<file path="src/design/pose_jump_and_staleness_monitor_defines.svh">
// Assertion macros shared by the pose monitor RTL.
// No dependencies; the checks compile away when SYNTHESIS is defined.
`ifndef POSE_JUMP_AND_STALENESS_MONITOR_DEFINES_SVH
`define POSE_JUMP_AND_STALENESS_MONITOR_DEFINES_SVH

`ifndef SYNTHESIS
`define PJSM_ASSERT_IMP(label, clk, rst_n, ante, cons, msg) \
    label: assert property (@(posedge clk) disable iff (!rst_n) (ante) |-> (cons)) \
        else $error(msg);
`define PJSM_ASSERT_NEXT(label, clk, rst_n, ante, cons, msg) \
    label: assert property (@(posedge clk) disable iff (!rst_n) (ante) |=> (cons)) \
        else $error(msg);
`else
`define PJSM_ASSERT_IMP(label, clk, rst_n, ante, cons, msg)
`define PJSM_ASSERT_NEXT(label, clk, rst_n, ante, cons, msg)
`endif

`endif

</file>
<file path="src/design/pjsm_pkg.sv">
// Types and constants of the pose jump and staleness monitor.
// Used by pose_jump_and_staleness_monitor and tb_top; depends on nothing.
`default_nettype none

package pjsm_pkg;

    // Width of the shift-add accumulator and of the multiplier operand.
    localparam int ACC_W = 97;
    localparam int MPL_W = 48;
    localparam int D2_W  = 50;

    localparam logic [15:0] SPEED_MIN_MMPS = 16'd10;
    localparam logic [47:0] GAP_MIN_US     = 48'd1;
    // speed * gap at or above this puts 1.3 times the travel beyond any distance.
    localparam logic [63:0] TRAVEL_CLAMP   = 64'd20000000000000;
    // (1e7)^2: scales the squared distance against (13 * speed * gap)^2.
    localparam logic [47:0] SCALE_SQ       = 48'd100000000000000;

    localparam logic ACT_SAMPLE = 1'b0;
    localparam logic ACT_QUERY  = 1'b1;

    localparam logic [1:0] REASON_NONE   = 2'd0;
    localparam logic [1:0] REASON_NOPOSE = 2'd1;
    localparam logic [1:0] REASON_JUMP   = 2'd2;
    localparam logic [1:0] REASON_STALE  = 2'd3;

    localparam logic [1:0] REG_WD_EN   = 2'd0;
    localparam logic [1:0] REG_THR     = 2'd1;
    localparam logic [1:0] REG_TIMEOUT = 2'd2;

    localparam logic        WD_EN_RST   = 1'b1;
    localparam logic [15:0] THR_RST     = 16'd500;
    localparam logic [31:0] TIMEOUT_RST = 32'd500000;

    typedef enum logic [3:0] {
        S_IDLE,
        S_SETUP,
        S_DX,
        S_DY,
        S_THR,
        S_ST,
        S_CLAMP,
        S_PP,
        S_LOADS,
        S_D2S,
        S_CMP,
        S_DONE
    } state_t;

endpackage

`default_nettype wire

</file>
<file path="src/design/pose_jump_and_staleness_monitor.sv">
// Pose jump and staleness monitor: flags position jumps and reports pose health.
// Depends on pjsm_pkg and pose_jump_and_staleness_monitor_defines.svh.
//
// One beat is taken at a time. A query or a sample that needs no jump check
// passes S_SETUP and S_DONE before its result reaches the output register, and
// the next beat is taken back in S_IDLE. A sample that is checked runs a shift-add
// multiplier, one multiplier bit per cycle, for dx^2 + dy^2, then speed * gap,
// (13 * speed * gap)^2 and the scaled squared distance; it stops early when the
// squared distance is within the threshold or the travel reaches the clamp, and a
// multiply ends after the top set bit of its multiplier. The output register lets
// the next beat be accepted while a result waits on m_tready.
`default_nettype none

`include "pose_jump_and_staleness_monitor_defines.svh"

module pose_jump_and_staleness_monitor
(
    input  wire logic          clk,
    input  wire logic          rst_n,

    input  wire logic          psel,
    input  wire logic          penable,
    input  wire logic          pwrite,
    input  wire logic [3:0]    paddr,
    input  wire logic [31:0]   pwdata,
    output logic [31:0]        prdata,
    output logic               pready,

    input  wire logic          s_tvalid,
    output logic               s_tready,
    // pos_x[23:0], pos_y[47:24], time_us[95:48], max_speed[111:96]
    input  wire logic [111:0]  s_tdata,
    // action[0]
    input  wire logic          s_tuser,

    output logic               m_tvalid,
    input  wire logic          m_tready,
    // healthy[0], fail_reason[2:1], pose_fresh[3], last_x[27:4], last_y[51:28],
    // jump_now[52], zero[55:53]
    output logic [55:0]        m_tdata
);

    localparam int ACC_W = pjsm_pkg::ACC_W;
    localparam int MPL_W = pjsm_pkg::MPL_W;
    localparam int D2_W  = pjsm_pkg::D2_W;

    pjsm_pkg::state_t state_reg, state_next;

    logic        wd_en_reg;
    logic [15:0] thr_reg;
    logic [31:0] timeout_reg;
    logic [31:0] thr_sq_reg;

    logic               in_action_reg, in_action_next;
    logic signed [23:0] in_x_reg, in_x_next;
    logic signed [23:0] in_y_reg, in_y_next;
    logic [47:0]        in_time_reg, in_time_next;
    logic [15:0]        in_speed_reg, in_speed_next;

    logic signed [23:0] prev_x_reg, prev_x_next;
    logic signed [23:0] prev_y_reg, prev_y_next;
    logic [47:0]        prev_time_reg, prev_time_next;
    logic               prev_valid_reg, prev_valid_next;
    logic               jump_latched_reg, jump_latched_next;
    logic               pose_seen_reg, pose_seen_next;
    logic signed [23:0] stored_x_reg, stored_x_next;
    logic signed [23:0] stored_y_reg, stored_y_next;
    logic [47:0]        stored_time_reg, stored_time_next;

    logic [ACC_W-1:0]   acc_reg, acc_next;
    logic [ACC_W-1:0]   mcand_reg, mcand_next;
    logic [MPL_W-1:0]   mplier_reg, mplier_next;
    logic [D2_W-1:0]    d2_reg, d2_next;
    logic [ACC_W-2:0]   cmp_reg, cmp_next;
    logic [24:0]        mag_y_reg, mag_y_next;
    logic [47:0]        gap_reg, gap_next;

    logic        res_healthy_reg, res_healthy_next;
    logic [1:0]  res_reason_reg, res_reason_next;
    logic        res_fresh_reg, res_fresh_next;
    logic        res_jump_reg, res_jump_next;

    logic               out_valid_reg, out_valid_next;
    logic               out_healthy_reg, out_healthy_next;
    logic [1:0]         out_reason_reg, out_reason_next;
    logic               out_fresh_reg, out_fresh_next;
    logic signed [23:0] out_x_reg, out_x_next;
    logic signed [23:0] out_y_reg, out_y_next;
    logic               out_jump_reg, out_jump_next;

    logic             cfg_wr;
    logic             in_beat;
    logic             out_free;
    logic [ACC_W-1:0] unit_add;
    logic             unit_last;
    logic             moving;
    logic [24:0]      dx, dy, mag_x, mag_y;
    logic [48:0]      gap_diff, age_diff;
    logic             gap_ok, age_over, check_jump;
    logic [47:0]      st_lo, p_val;

    // ------------------------------------------------------------------
    // Configuration port
    // ------------------------------------------------------------------
    assign pready = 1'b1;
    assign cfg_wr = psel && penable && pwrite && pready;

    always_ff @(posedge clk or negedge rst_n)
    begin
        if (!rst_n)
        begin
            wd_en_reg   <= pjsm_pkg::WD_EN_RST;
            thr_reg     <= pjsm_pkg::THR_RST;
            timeout_reg <= pjsm_pkg::TIMEOUT_RST;
        end
        else if (cfg_wr)
        begin
            case (paddr[3:2])
                pjsm_pkg::REG_WD_EN:   wd_en_reg   <= pwdata[0];
                pjsm_pkg::REG_THR:     thr_reg     <= pwdata[15:0];
                pjsm_pkg::REG_TIMEOUT: timeout_reg <= pwdata;
                default:               ;
            endcase
        end
    end

    always_comb
    begin
        case (paddr[3:2])
            pjsm_pkg::REG_WD_EN:   prdata = {31'd0, wd_en_reg};
            pjsm_pkg::REG_THR:     prdata = {16'd0, thr_reg};
            pjsm_pkg::REG_TIMEOUT: prdata = timeout_reg;
            default:               prdata = 32'd0;
        endcase
    end

    // The user changes the threshold only while idle; the block does not enforce it.
    always_ff @(posedge clk)
    begin
        thr_sq_reg <= {16'd0, thr_reg} * {16'd0, thr_reg};
    end

    // ------------------------------------------------------------------
    // Shared shift-add multiplier step and sample arithmetic
    // ------------------------------------------------------------------
    assign unit_add  = acc_reg + (mplier_reg[0] ? mcand_reg : {ACC_W{1'b0}});
    assign unit_last = (mplier_reg[MPL_W-1:1] == '0);

    assign moving = in_speed_reg > pjsm_pkg::SPEED_MIN_MMPS;
    assign dx     = {in_x_reg[23], in_x_reg} - {prev_x_reg[23], prev_x_reg};
    assign dy     = {in_y_reg[23], in_y_reg} - {prev_y_reg[23], prev_y_reg};
    assign mag_x  = dx[24] ? (25'd0 - dx) : dx;
    assign mag_y  = dy[24] ? (25'd0 - dy) : dy;

    // A borrow means the new stamp is earlier; such a gap or age counts as negative.
    assign gap_diff = {1'b0, in_time_reg} - {1'b0, prev_time_reg};
    assign gap_ok   = !gap_diff[48] && (gap_diff[47:0] > pjsm_pkg::GAP_MIN_US);
    assign age_diff = {1'b0, in_time_reg} - {1'b0, stored_time_reg};
    assign age_over = !age_diff[48] && (age_diff[47:0] > {16'd0, timeout_reg});

    assign check_jump = wd_en_reg && moving && prev_valid_reg && gap_ok;

    assign st_lo = acc_reg[47:0];
    assign p_val = (st_lo << 3) + (st_lo << 2) + st_lo;

    assign in_beat  = s_tvalid && s_tready;
    assign out_free = !out_valid_reg || m_tready;
    assign s_tready = (state_reg == pjsm_pkg::S_IDLE);

    // ------------------------------------------------------------------
    // Sequencer: next state
    // ------------------------------------------------------------------
    always_comb
    begin
        state_next = state_reg;
        case (state_reg)
            pjsm_pkg::S_IDLE:
                if (in_beat)
                    state_next = pjsm_pkg::S_SETUP;
            pjsm_pkg::S_SETUP:
                if (in_action_reg == pjsm_pkg::ACT_SAMPLE && check_jump)
                    state_next = pjsm_pkg::S_DX;
                else
                    state_next = pjsm_pkg::S_DONE;
            pjsm_pkg::S_DX:
                if (unit_last)
                    state_next = pjsm_pkg::S_DY;
            pjsm_pkg::S_DY:
                if (unit_last)
                    state_next = pjsm_pkg::S_THR;
            pjsm_pkg::S_THR:
                if (acc_reg > {{(ACC_W-32){1'b0}}, thr_sq_reg})
                    state_next = pjsm_pkg::S_ST;
                else
                    state_next = pjsm_pkg::S_DONE;
            pjsm_pkg::S_ST:
                if (unit_last)
                    state_next = pjsm_pkg::S_CLAMP;
            pjsm_pkg::S_CLAMP:
                if (acc_reg >= {{(ACC_W-64){1'b0}}, pjsm_pkg::TRAVEL_CLAMP})
                    state_next = pjsm_pkg::S_DONE;
                else
                    state_next = pjsm_pkg::S_PP;
            pjsm_pkg::S_PP:
                if (unit_last)
                    state_next = pjsm_pkg::S_LOADS;
            pjsm_pkg::S_LOADS:
                state_next = pjsm_pkg::S_D2S;
            pjsm_pkg::S_D2S:
                if (unit_last)
                    state_next = pjsm_pkg::S_CMP;
            pjsm_pkg::S_CMP:
                state_next = pjsm_pkg::S_DONE;
            pjsm_pkg::S_DONE:
                if (out_free)
                    state_next = pjsm_pkg::S_IDLE;
            default:
                state_next = pjsm_pkg::S_IDLE;
        endcase
    end

    // ------------------------------------------------------------------
    // Sequencer: datapath and state updates
    // ------------------------------------------------------------------
    always_comb
    begin
        in_action_next    = in_action_reg;
        in_x_next         = in_x_reg;
        in_y_next         = in_y_reg;
        in_time_next      = in_time_reg;
        in_speed_next     = in_speed_reg;
        prev_x_next       = prev_x_reg;
        prev_y_next       = prev_y_reg;
        prev_time_next    = prev_time_reg;
        prev_valid_next   = prev_valid_reg;
        jump_latched_next = jump_latched_reg;
        pose_seen_next    = pose_seen_reg;
        stored_x_next     = stored_x_reg;
        stored_y_next     = stored_y_reg;
        stored_time_next  = stored_time_reg;
        acc_next          = acc_reg;
        mcand_next        = mcand_reg;
        mplier_next       = mplier_reg;
        d2_next           = d2_reg;
        cmp_next          = cmp_reg;
        mag_y_next        = mag_y_reg;
        gap_next          = gap_reg;
        res_healthy_next  = res_healthy_reg;
        res_reason_next   = res_reason_reg;
        res_fresh_next    = res_fresh_reg;
        res_jump_next     = res_jump_reg;
        out_valid_next    = out_valid_reg && !m_tready;
        out_healthy_next  = out_healthy_reg;
        out_reason_next   = out_reason_reg;
        out_fresh_next    = out_fresh_reg;
        out_x_next        = out_x_reg;
        out_y_next        = out_y_reg;
        out_jump_next     = out_jump_reg;

        case (state_reg)
            pjsm_pkg::S_IDLE:
                if (in_beat)
                begin
                    in_action_next = s_tuser;
                    in_x_next      = s_tdata[23:0];
                    in_y_next      = s_tdata[47:24];
                    in_time_next   = s_tdata[95:48];
                    in_speed_next  = s_tdata[111:96];
                end
            pjsm_pkg::S_SETUP:
            begin
                res_healthy_next = 1'b1;
                res_reason_next  = pjsm_pkg::REASON_NONE;
                res_fresh_next   = 1'b1;
                res_jump_next    = 1'b0;
                if (in_action_reg == pjsm_pkg::ACT_QUERY)
                begin
                    res_fresh_next = pose_seen_reg && (timeout_reg == 32'd0 || !age_over);
                    if (!wd_en_reg)
                    begin
                        res_healthy_next = 1'b1;
                    end
                    else if (!moving)
                    begin
                        // Standstill drops the pending jump and the jump reference.
                        jump_latched_next = 1'b0;
                        prev_valid_next   = 1'b0;
                    end
                    else if (!pose_seen_reg)
                    begin
                        res_healthy_next = 1'b0;
                        res_reason_next  = pjsm_pkg::REASON_NOPOSE;
                    end
                    else if (jump_latched_reg)
                    begin
                        jump_latched_next = 1'b0;
                        res_healthy_next  = 1'b0;
                        res_reason_next   = pjsm_pkg::REASON_JUMP;
                    end
                    else if (age_over)
                    begin
                        res_healthy_next = 1'b0;
                        res_reason_next  = pjsm_pkg::REASON_STALE;
                    end
                end
                else
                begin
                    // The differences to the old reference are captured before it moves on.
                    mag_y_next  = mag_y;
                    gap_next    = gap_diff[47:0];
                    acc_next    = '0;
                    mcand_next  = {{(ACC_W-25){1'b0}}, mag_x};
                    mplier_next = {{(MPL_W-25){1'b0}}, mag_x};
                    if (wd_en_reg && moving)
                    begin
                        prev_x_next     = in_x_reg;
                        prev_y_next     = in_y_reg;
                        prev_time_next  = in_time_reg;
                        prev_valid_next = 1'b1;
                    end
                    stored_x_next    = in_x_reg;
                    stored_y_next    = in_y_reg;
                    stored_time_next = in_time_reg;
                    pose_seen_next   = 1'b1;
                end
            end
            pjsm_pkg::S_DX:
            begin
                acc_next    = unit_add;
                mcand_next  = mcand_reg << 1;
                mplier_next = mplier_reg >> 1;
                if (unit_last)
                begin
                    // dy^2 accumulates on top of dx^2.
                    mcand_next  = {{(ACC_W-25){1'b0}}, mag_y_reg};
                    mplier_next = {{(MPL_W-25){1'b0}}, mag_y_reg};
                end
            end
            pjsm_pkg::S_DY, pjsm_pkg::S_ST, pjsm_pkg::S_PP, pjsm_pkg::S_D2S:
            begin
                acc_next    = unit_add;
                mcand_next  = mcand_reg << 1;
                mplier_next = mplier_reg >> 1;
            end
            pjsm_pkg::S_THR:
            begin
                d2_next     = acc_reg[D2_W-1:0];
                acc_next    = '0;
                mcand_next  = {{(ACC_W-48){1'b0}}, gap_reg};
                mplier_next = {{(MPL_W-16){1'b0}}, in_speed_reg};
            end
            pjsm_pkg::S_CLAMP:
            begin
                acc_next    = '0;
                mcand_next  = {{(ACC_W-48){1'b0}}, p_val};
                mplier_next = p_val;
            end
            pjsm_pkg::S_LOADS:
            begin
                cmp_next    = acc_reg[ACC_W-2:0];
                acc_next    = '0;
                mcand_next  = {{(ACC_W-D2_W){1'b0}}, d2_reg};
                mplier_next = pjsm_pkg::SCALE_SQ;
            end
            pjsm_pkg::S_CMP:
                if (acc_reg > {1'b0, cmp_reg})
                begin
                    res_jump_next     = 1'b1;
                    jump_latched_next = 1'b1;
                end
            pjsm_pkg::S_DONE:
                if (out_free)
                begin
                    out_valid_next   = 1'b1;
                    out_healthy_next = res_healthy_reg;
                    out_reason_next  = res_reason_reg;
                    out_fresh_next   = res_fresh_reg;
                    out_x_next       = stored_x_reg;
                    out_y_next       = stored_y_reg;
                    out_jump_next    = res_jump_reg;
                end
            default:
                ;
        endcase
    end

    always_ff @(posedge clk or negedge rst_n)
    begin
        if (!rst_n)
        begin
            state_reg        <= pjsm_pkg::S_IDLE;
            prev_x_reg       <= '0;
            prev_y_reg       <= '0;
            prev_time_reg    <= '0;
            prev_valid_reg   <= 1'b0;
            jump_latched_reg <= 1'b0;
            pose_seen_reg    <= 1'b0;
            stored_x_reg     <= '0;
            stored_y_reg     <= '0;
            stored_time_reg  <= '0;
            out_valid_reg    <= 1'b0;
        end
        else
        begin
            state_reg        <= state_next;
            prev_x_reg       <= prev_x_next;
            prev_y_reg       <= prev_y_next;
            prev_time_reg    <= prev_time_next;
            prev_valid_reg   <= prev_valid_next;
            jump_latched_reg <= jump_latched_next;
            pose_seen_reg    <= pose_seen_next;
            stored_x_reg     <= stored_x_next;
            stored_y_reg     <= stored_y_next;
            stored_time_reg  <= stored_time_next;
            out_valid_reg    <= out_valid_next;
        end
    end

    always_ff @(posedge clk)
    begin
        in_action_reg   <= in_action_next;
        in_x_reg        <= in_x_next;
        in_y_reg        <= in_y_next;
        in_time_reg     <= in_time_next;
        in_speed_reg    <= in_speed_next;
        acc_reg         <= acc_next;
        mcand_reg       <= mcand_next;
        mplier_reg      <= mplier_next;
        d2_reg          <= d2_next;
        cmp_reg         <= cmp_next;
        mag_y_reg       <= mag_y_next;
        gap_reg         <= gap_next;
        res_healthy_reg <= res_healthy_next;
        res_reason_reg  <= res_reason_next;
        res_fresh_reg   <= res_fresh_next;
        res_jump_reg    <= res_jump_next;
        out_healthy_reg <= out_healthy_next;
        out_reason_reg  <= out_reason_next;
        out_fresh_reg   <= out_fresh_next;
        out_x_reg       <= out_x_next;
        out_y_reg       <= out_y_next;
        out_jump_reg    <= out_jump_next;
    end

    assign m_tvalid = out_valid_reg;
    assign m_tdata  = {3'd0, out_jump_reg, out_y_reg, out_x_reg, out_fresh_reg,
                       out_reason_reg, out_healthy_reg};

    // ------------------------------------------------------------------
    // Assertions
    // ------------------------------------------------------------------
    `PJSM_ASSERT_IMP(a_jump_beat_healthy, clk, rst_n,
        m_tvalid && out_jump_reg,
        out_healthy_reg && out_reason_reg == pjsm_pkg::REASON_NONE,
        "jump beat carries a health failure")
    `PJSM_ASSERT_NEXT(a_jump_latches, clk, rst_n,
        (state_reg == pjsm_pkg::S_CMP && acc_reg > {1'b0, cmp_reg}),
        jump_latched_reg && res_jump_reg,
        "detected jump was not latched")
    `PJSM_ASSERT_NEXT(a_jump_report_clears, clk, rst_n,
        state_reg == pjsm_pkg::S_SETUP && in_action_reg == pjsm_pkg::ACT_QUERY &&
        res_reason_next == pjsm_pkg::REASON_JUMP,
        !jump_latched_reg,
        "reported jump left the latch set")
    `PJSM_ASSERT_NEXT(a_dx_holds, clk, rst_n,
        state_reg == pjsm_pkg::S_DX && !unit_last,
        state_reg == pjsm_pkg::S_DX,
        "multiply left before its last multiplier bit")

endmodule

`default_nettype wire

</file>
<file path="config.mk">
export PLATFORM = sky130hd
export DESIGN_NAME = pose_jump_and_staleness_monitor
export DESIGN_NICKNAME = d
export VERILOG_FILES = /design/src/design/pjsm_pkg.sv /design/src/design/pose_jump_and_staleness_monitor.sv
export VERILOG_INCLUDE_DIRS = /design/src /design/src/design
export SDC_FILE = /design/constraint.sdc
export NUM_CORES = 2
export LEC_CHECK = 0
export BUFFER_PORTS_ARGS = -buffer_cell sky130_fd_sc_hd__buf_2
export CORE_MARGIN = 4
export CORE_UTILIZATION = 55
export DETAILED_ROUTE_END_ITERATION = 6
export GPL_TIMING_DRIVEN = 0
export MAX_ROUTING_LAYER = met4
export PLACE_DENSITY = 0.76
export SLEW_MARGIN = 20
export SYNTH_ARGS = -nofsm -noshare
export SYNTH_HDL_FRONTEND = slang
export SYNTH_SLANG_ARGS = --single-unit
</file>
<file path="constraint.sdc">
create_clock -name clk -period 6.6 [get_ports clk]
set_input_delay 0.99 -clock clk [delete_from_list [all_inputs] [get_ports clk]]
set_output_delay 0.99 -clock clk [all_outputs]
set_load 0.05 [all_outputs]
</file>
==> flow_results.org <==
** Layout
- The area growth from synthesis to layout is 12.23%.
- At the end of the flow, the number of nets in the layout was 7602.
- The finished layout holds 8228 standard cells, fillers aside.
- Commonest non-fill, non-tap cells in the layout :: sky130_fd_sc_hd__inv_1, sky130_fd_sc_hd__edfxtp_1, sky130_fd_sc_hd__ha_1
- The library cell used most frequently in the layout, excluding fill and tap cells, is sky130_fd_sc_hd__inv_1.
- The post-route netlist has 11.96% of its cells at a drive strength greater than 1.
- Post-layout util :: 62.23%

** Yosys
- After synthesis, flip-flops and latches occupy 40.71% of the total area.
- Top-area cell type share of the netlist area :: 29.89%
- Counting flops and latches in the post-synthesis netlist gives 912.
- Number of library cell types mapped by synthesis :: 95
- In this run, synthesis inferred 632 flip-flops with an integrated enable.
- After synthesis, the share of flip-flops with an asynchronous set or reset is 27.30%.
- Post-synthesis area per instance :: 10.20 µm²
- Among all flip-flop cells after synthesis, the most frequent one is sky130_fd_sc_hd__edfxtp_1.
- Post-Syn Instances :: 6227
- The mapped netlist covers 0.06349 mm².
- The Yosys step of the flow raised 0 warnings.
- Of all cell types, the one taking the most synthesized area is sky130_fd_sc_hd__edfxtp_1.
- Most area-consuming cells after synthesis :: sky130_fd_sc_hd__edfxtp_1, sky130_fd_sc_hd__ha_1, sky130_fd_sc_hd__dfrtp_1, sky130_fd_sc_hd__fa_1, sky130_fd_sc_hd__inv_1

** Hold path
- Worst min-delay path class :: in2async

** Clocking
- Buffers inserted to repair hold after CTS numbered 0.
- For the worst-skew pair, the clock arrives at the later sink with an insertion delay of 0.71 ns.
- Worst-case clock buffer depth :: 3
- TritonCTS built the clock tree.
- Clock Tree Root :: sky130_fd_sc_hd__clkbuf_16
- H-tree levels :: 3
- Clk slew on worst S/H paths :: 0.06 ns
- Clock tree synthesis inserted a total of 98 buffers.
- Counting every sink on the clock net gives 912.

** Routing
- The detail route stage leaves a number of antenna-violating nets equal to 0.
- Total vias in the final route :: 49580
- DRT Pass-1 Iters :: 7
- Routed vias/inst :: 6.025
- DRC violation total after the first TritonRoute iteration :: 4849
- Final wirelength :: 177.9 mm
- After detailed routing, the number of remaining DRC violations is 14.
- Dividing the detail-routed wire length by the instance count gives 21.62 µm.

** STA
- Shortest period the worst path allows :: 6.456 ns
- Between clock sinks in the finished design, the worst skew comes to 0.04017 ns.
- Final setup vio count :: 0
- Final Max Tran Viols :: 0
- Based on the critical path, the design can be clocked at up to 0.1549 GHz.
- Count of endpoints failing hold in the final timing report :: 0
- Rel. slew slack :: 19.31%
- For the pin with the worst max-slew slack, the measured transition is 1.195 ns.
- Final critical-path share of the clock period :: 97.82%
- Final hold analysis gives a worst-case slack of 0.2458 ns.
- Setup repair after global routing could not meet its margin everywhere.

** Job
- Number of max-cap violations :: 0

** Floorplan
- Measured along the x axis, the die boundary spans 347.8 µm.
- The floorplan step set the die height to 347.8 µm.
- Area of the core :: 0.1145 mm²
- The initial utilization of the core area, before any placement, comes to 55.45%.
- Area of the die :: 0.1209 mm²
- Row cnt :: 124
- I/O pin count :: 247

** Place
- Placer's final routability congestion estimate :: 1.010
- Placed cell count :: 8001
- HPWL after DPL :: 137.5 mm
- Count of buffers from port buffering :: 240

** Critical path
- The worst register-to-register path has a depth of 25.
- Levels on crit path :: 25
- For this design, the slowest cell found on the critical path is sky130_fd_sc_hd__fa_1.
- The worst setup path is launched from a flip-flop.
- Delay contributed by the slowest stage of the critical path :: 0.54 ns
- The number of buffers and inverters on the critical path is 5.
- Crit path max-delay family :: adder cells
- CP Max Fanout :: 10
- CP dominant cell by count :: sky130_fd_sc_hd__fa_1
- STA puts the critical path data arrival time at 7.08 ns.
- Worst setup path category :: reg2reg
- Endpoint class of the critical path :: flip-flop
- At the worst endpoint, the required time is 7.22 ns.

** GRT
- The number of antenna violations at the first check in global routing was 3.
- Summed over all layers, the global routing overflow is 0.
- The first global-routing pass estimated 275.6 mm of wire.
- The number of global-route vias before repair is 48880.
- Global routing used 29.82% of the available tracks.
- Pin count of the biggest net entering global routing :: 86

** Outcome
- The flow ran to the end, but the final reports show violations.
- Violations in the final reports :: DRC
[cell families (layout without fill, tap and decap cells)]
kind of cell | after synthesis | count (layout) | share of synthesized area (%)
AND/OR/NAND/NOR | 1658 | 1658 | 12.95
AO/OA/AOI/OAI | 1486 | 1486 | 15.10
flip-flops | 912 | 912 | 40.71
buffers and inverters | 868 | 1354 | 5.264
adder cells (fa/ha/maj) | 817 | 817 | 18.66
XOR/XNOR | 319 | 319 | 4.401
multiplexers | 165 | 165 | 2.907
other | 2 | 5 | 0.01183
[worst paths after layout]
| kind | from | slack (ns) | to |
|---|---|---|---|
| max reg2reg | thr_reg[1] | 0.14 | thr_sq_reg[29] |
| min in group clk | stored_x_reg[18] | 0.42 | out_x_reg[18] |
| max in group asynchronous | rst_n | 5.34 | thr_reg[14] |
| max | thr_reg[1] | 0.14 | thr_sq_reg[29] |
| min reg2reg | stored_x_reg[18] | 0.42 | out_x_reg[18] |
| min | rst_n | 0.25 | stored_y_reg[5] |
[per-stage QoR]
step	TNS, ns	area (µm²)	setup slack (ns)
6_report	0	71250	0.1436
5_1_grt	-0.1723	71250	-0.1010
4_1_cts	-0.001527	70840	-0.001527
3_5_place_dp	-7.451	67040	-1.091
3_3_place_gp	-438.31	66610	-1.558
2_1_floorplan	0	63520	0.01525
[repair_timing]
action,in CTS,in global routing
pin swaps,13,43
cloned,0,1
endpoints found under the setup margin,16,12
resized for setup,72,71
setup buffers,24,19
[metal layers]
metal | part of all wire (%) | global-route usage (%) | vias up
met3 | 8.0 | 4.795 | 402
li1 | - | - | 23040
met2 | 47 | 47.80 | 1984
met4 | 4.4 | 11.65 | 0
met1 | 40 | 38.28 | 24150
met5 | 0 | - | -
[layout make-up]
class,instances,area [µm²]
antenna,1,2.502
timing repair buffer,304,1957
tap,1512,1892
fill,9196,43250
sequential,912,25860
buffer,213,1061
clock buffer,145,3025
inverter,651,2447
multi-input combinational,4449,34630
clock inverter,41,375.4
[Yosys cell counts, types with 31 or more instances]
| cell | instances |
|---|---|
| sky130_fd_sc_hd__a22oi_1 | 32 |
| sky130_fd_sc_hd__nor2_1 | 321 |
| sky130_fd_sc_hd__a21oi_1 | 407 |
| sky130_fd_sc_hd__nand2b_1 | 41 |
| sky130_fd_sc_hd__a31oi_1 | 44 |
| sky130_fd_sc_hd__o21ai_0 | 364 |
| sky130_fd_sc_hd__xnor2_1 | 214 |
| sky130_fd_sc_hd__inv_1 | 651 |
| sky130_fd_sc_hd__nor2b_1 | 65 |
| sky130_fd_sc_hd__fa_1 | 216 |
| sky130_fd_sc_hd__dfrtp_1 | 235 |
| sky130_fd_sc_hd__ha_1 | 601 |
| sky130_fd_sc_hd__edfxtp_1 | 632 |
| sky130_fd_sc_hd__nand3_1 | 118 |
| sky130_fd_sc_hd__nor4_1 | 55 |
| sky130_fd_sc_hd__o21bai_1 | 55 |
| sky130_fd_sc_hd__and2_1 | 234 |
| sky130_fd_sc_hd__a222oi_1 | 52 |
| sky130_fd_sc_hd__dfxtp_1 | 31 |
| sky130_fd_sc_hd__a211oi_1 | 35 |
| sky130_fd_sc_hd__mux2_2 | 155 |
| sky130_fd_sc_hd__nor3_1 | 69 |
| sky130_fd_sc_hd__a21o_1 | 197 |
| sky130_fd_sc_hd__clkbuf_1 | 192 |
| sky130_fd_sc_hd__o21a_1 | 50 |
| sky130_fd_sc_hd__nand2_1 | 504 |
| sky130_fd_sc_hd__nand4_1 | 111 |
| sky130_fd_sc_hd__xor2_1 | 105 |
Power is left out: the tool's default activity adds up to more than one toggle a clock period on the data nets, which glitch-free logic cannot reach.
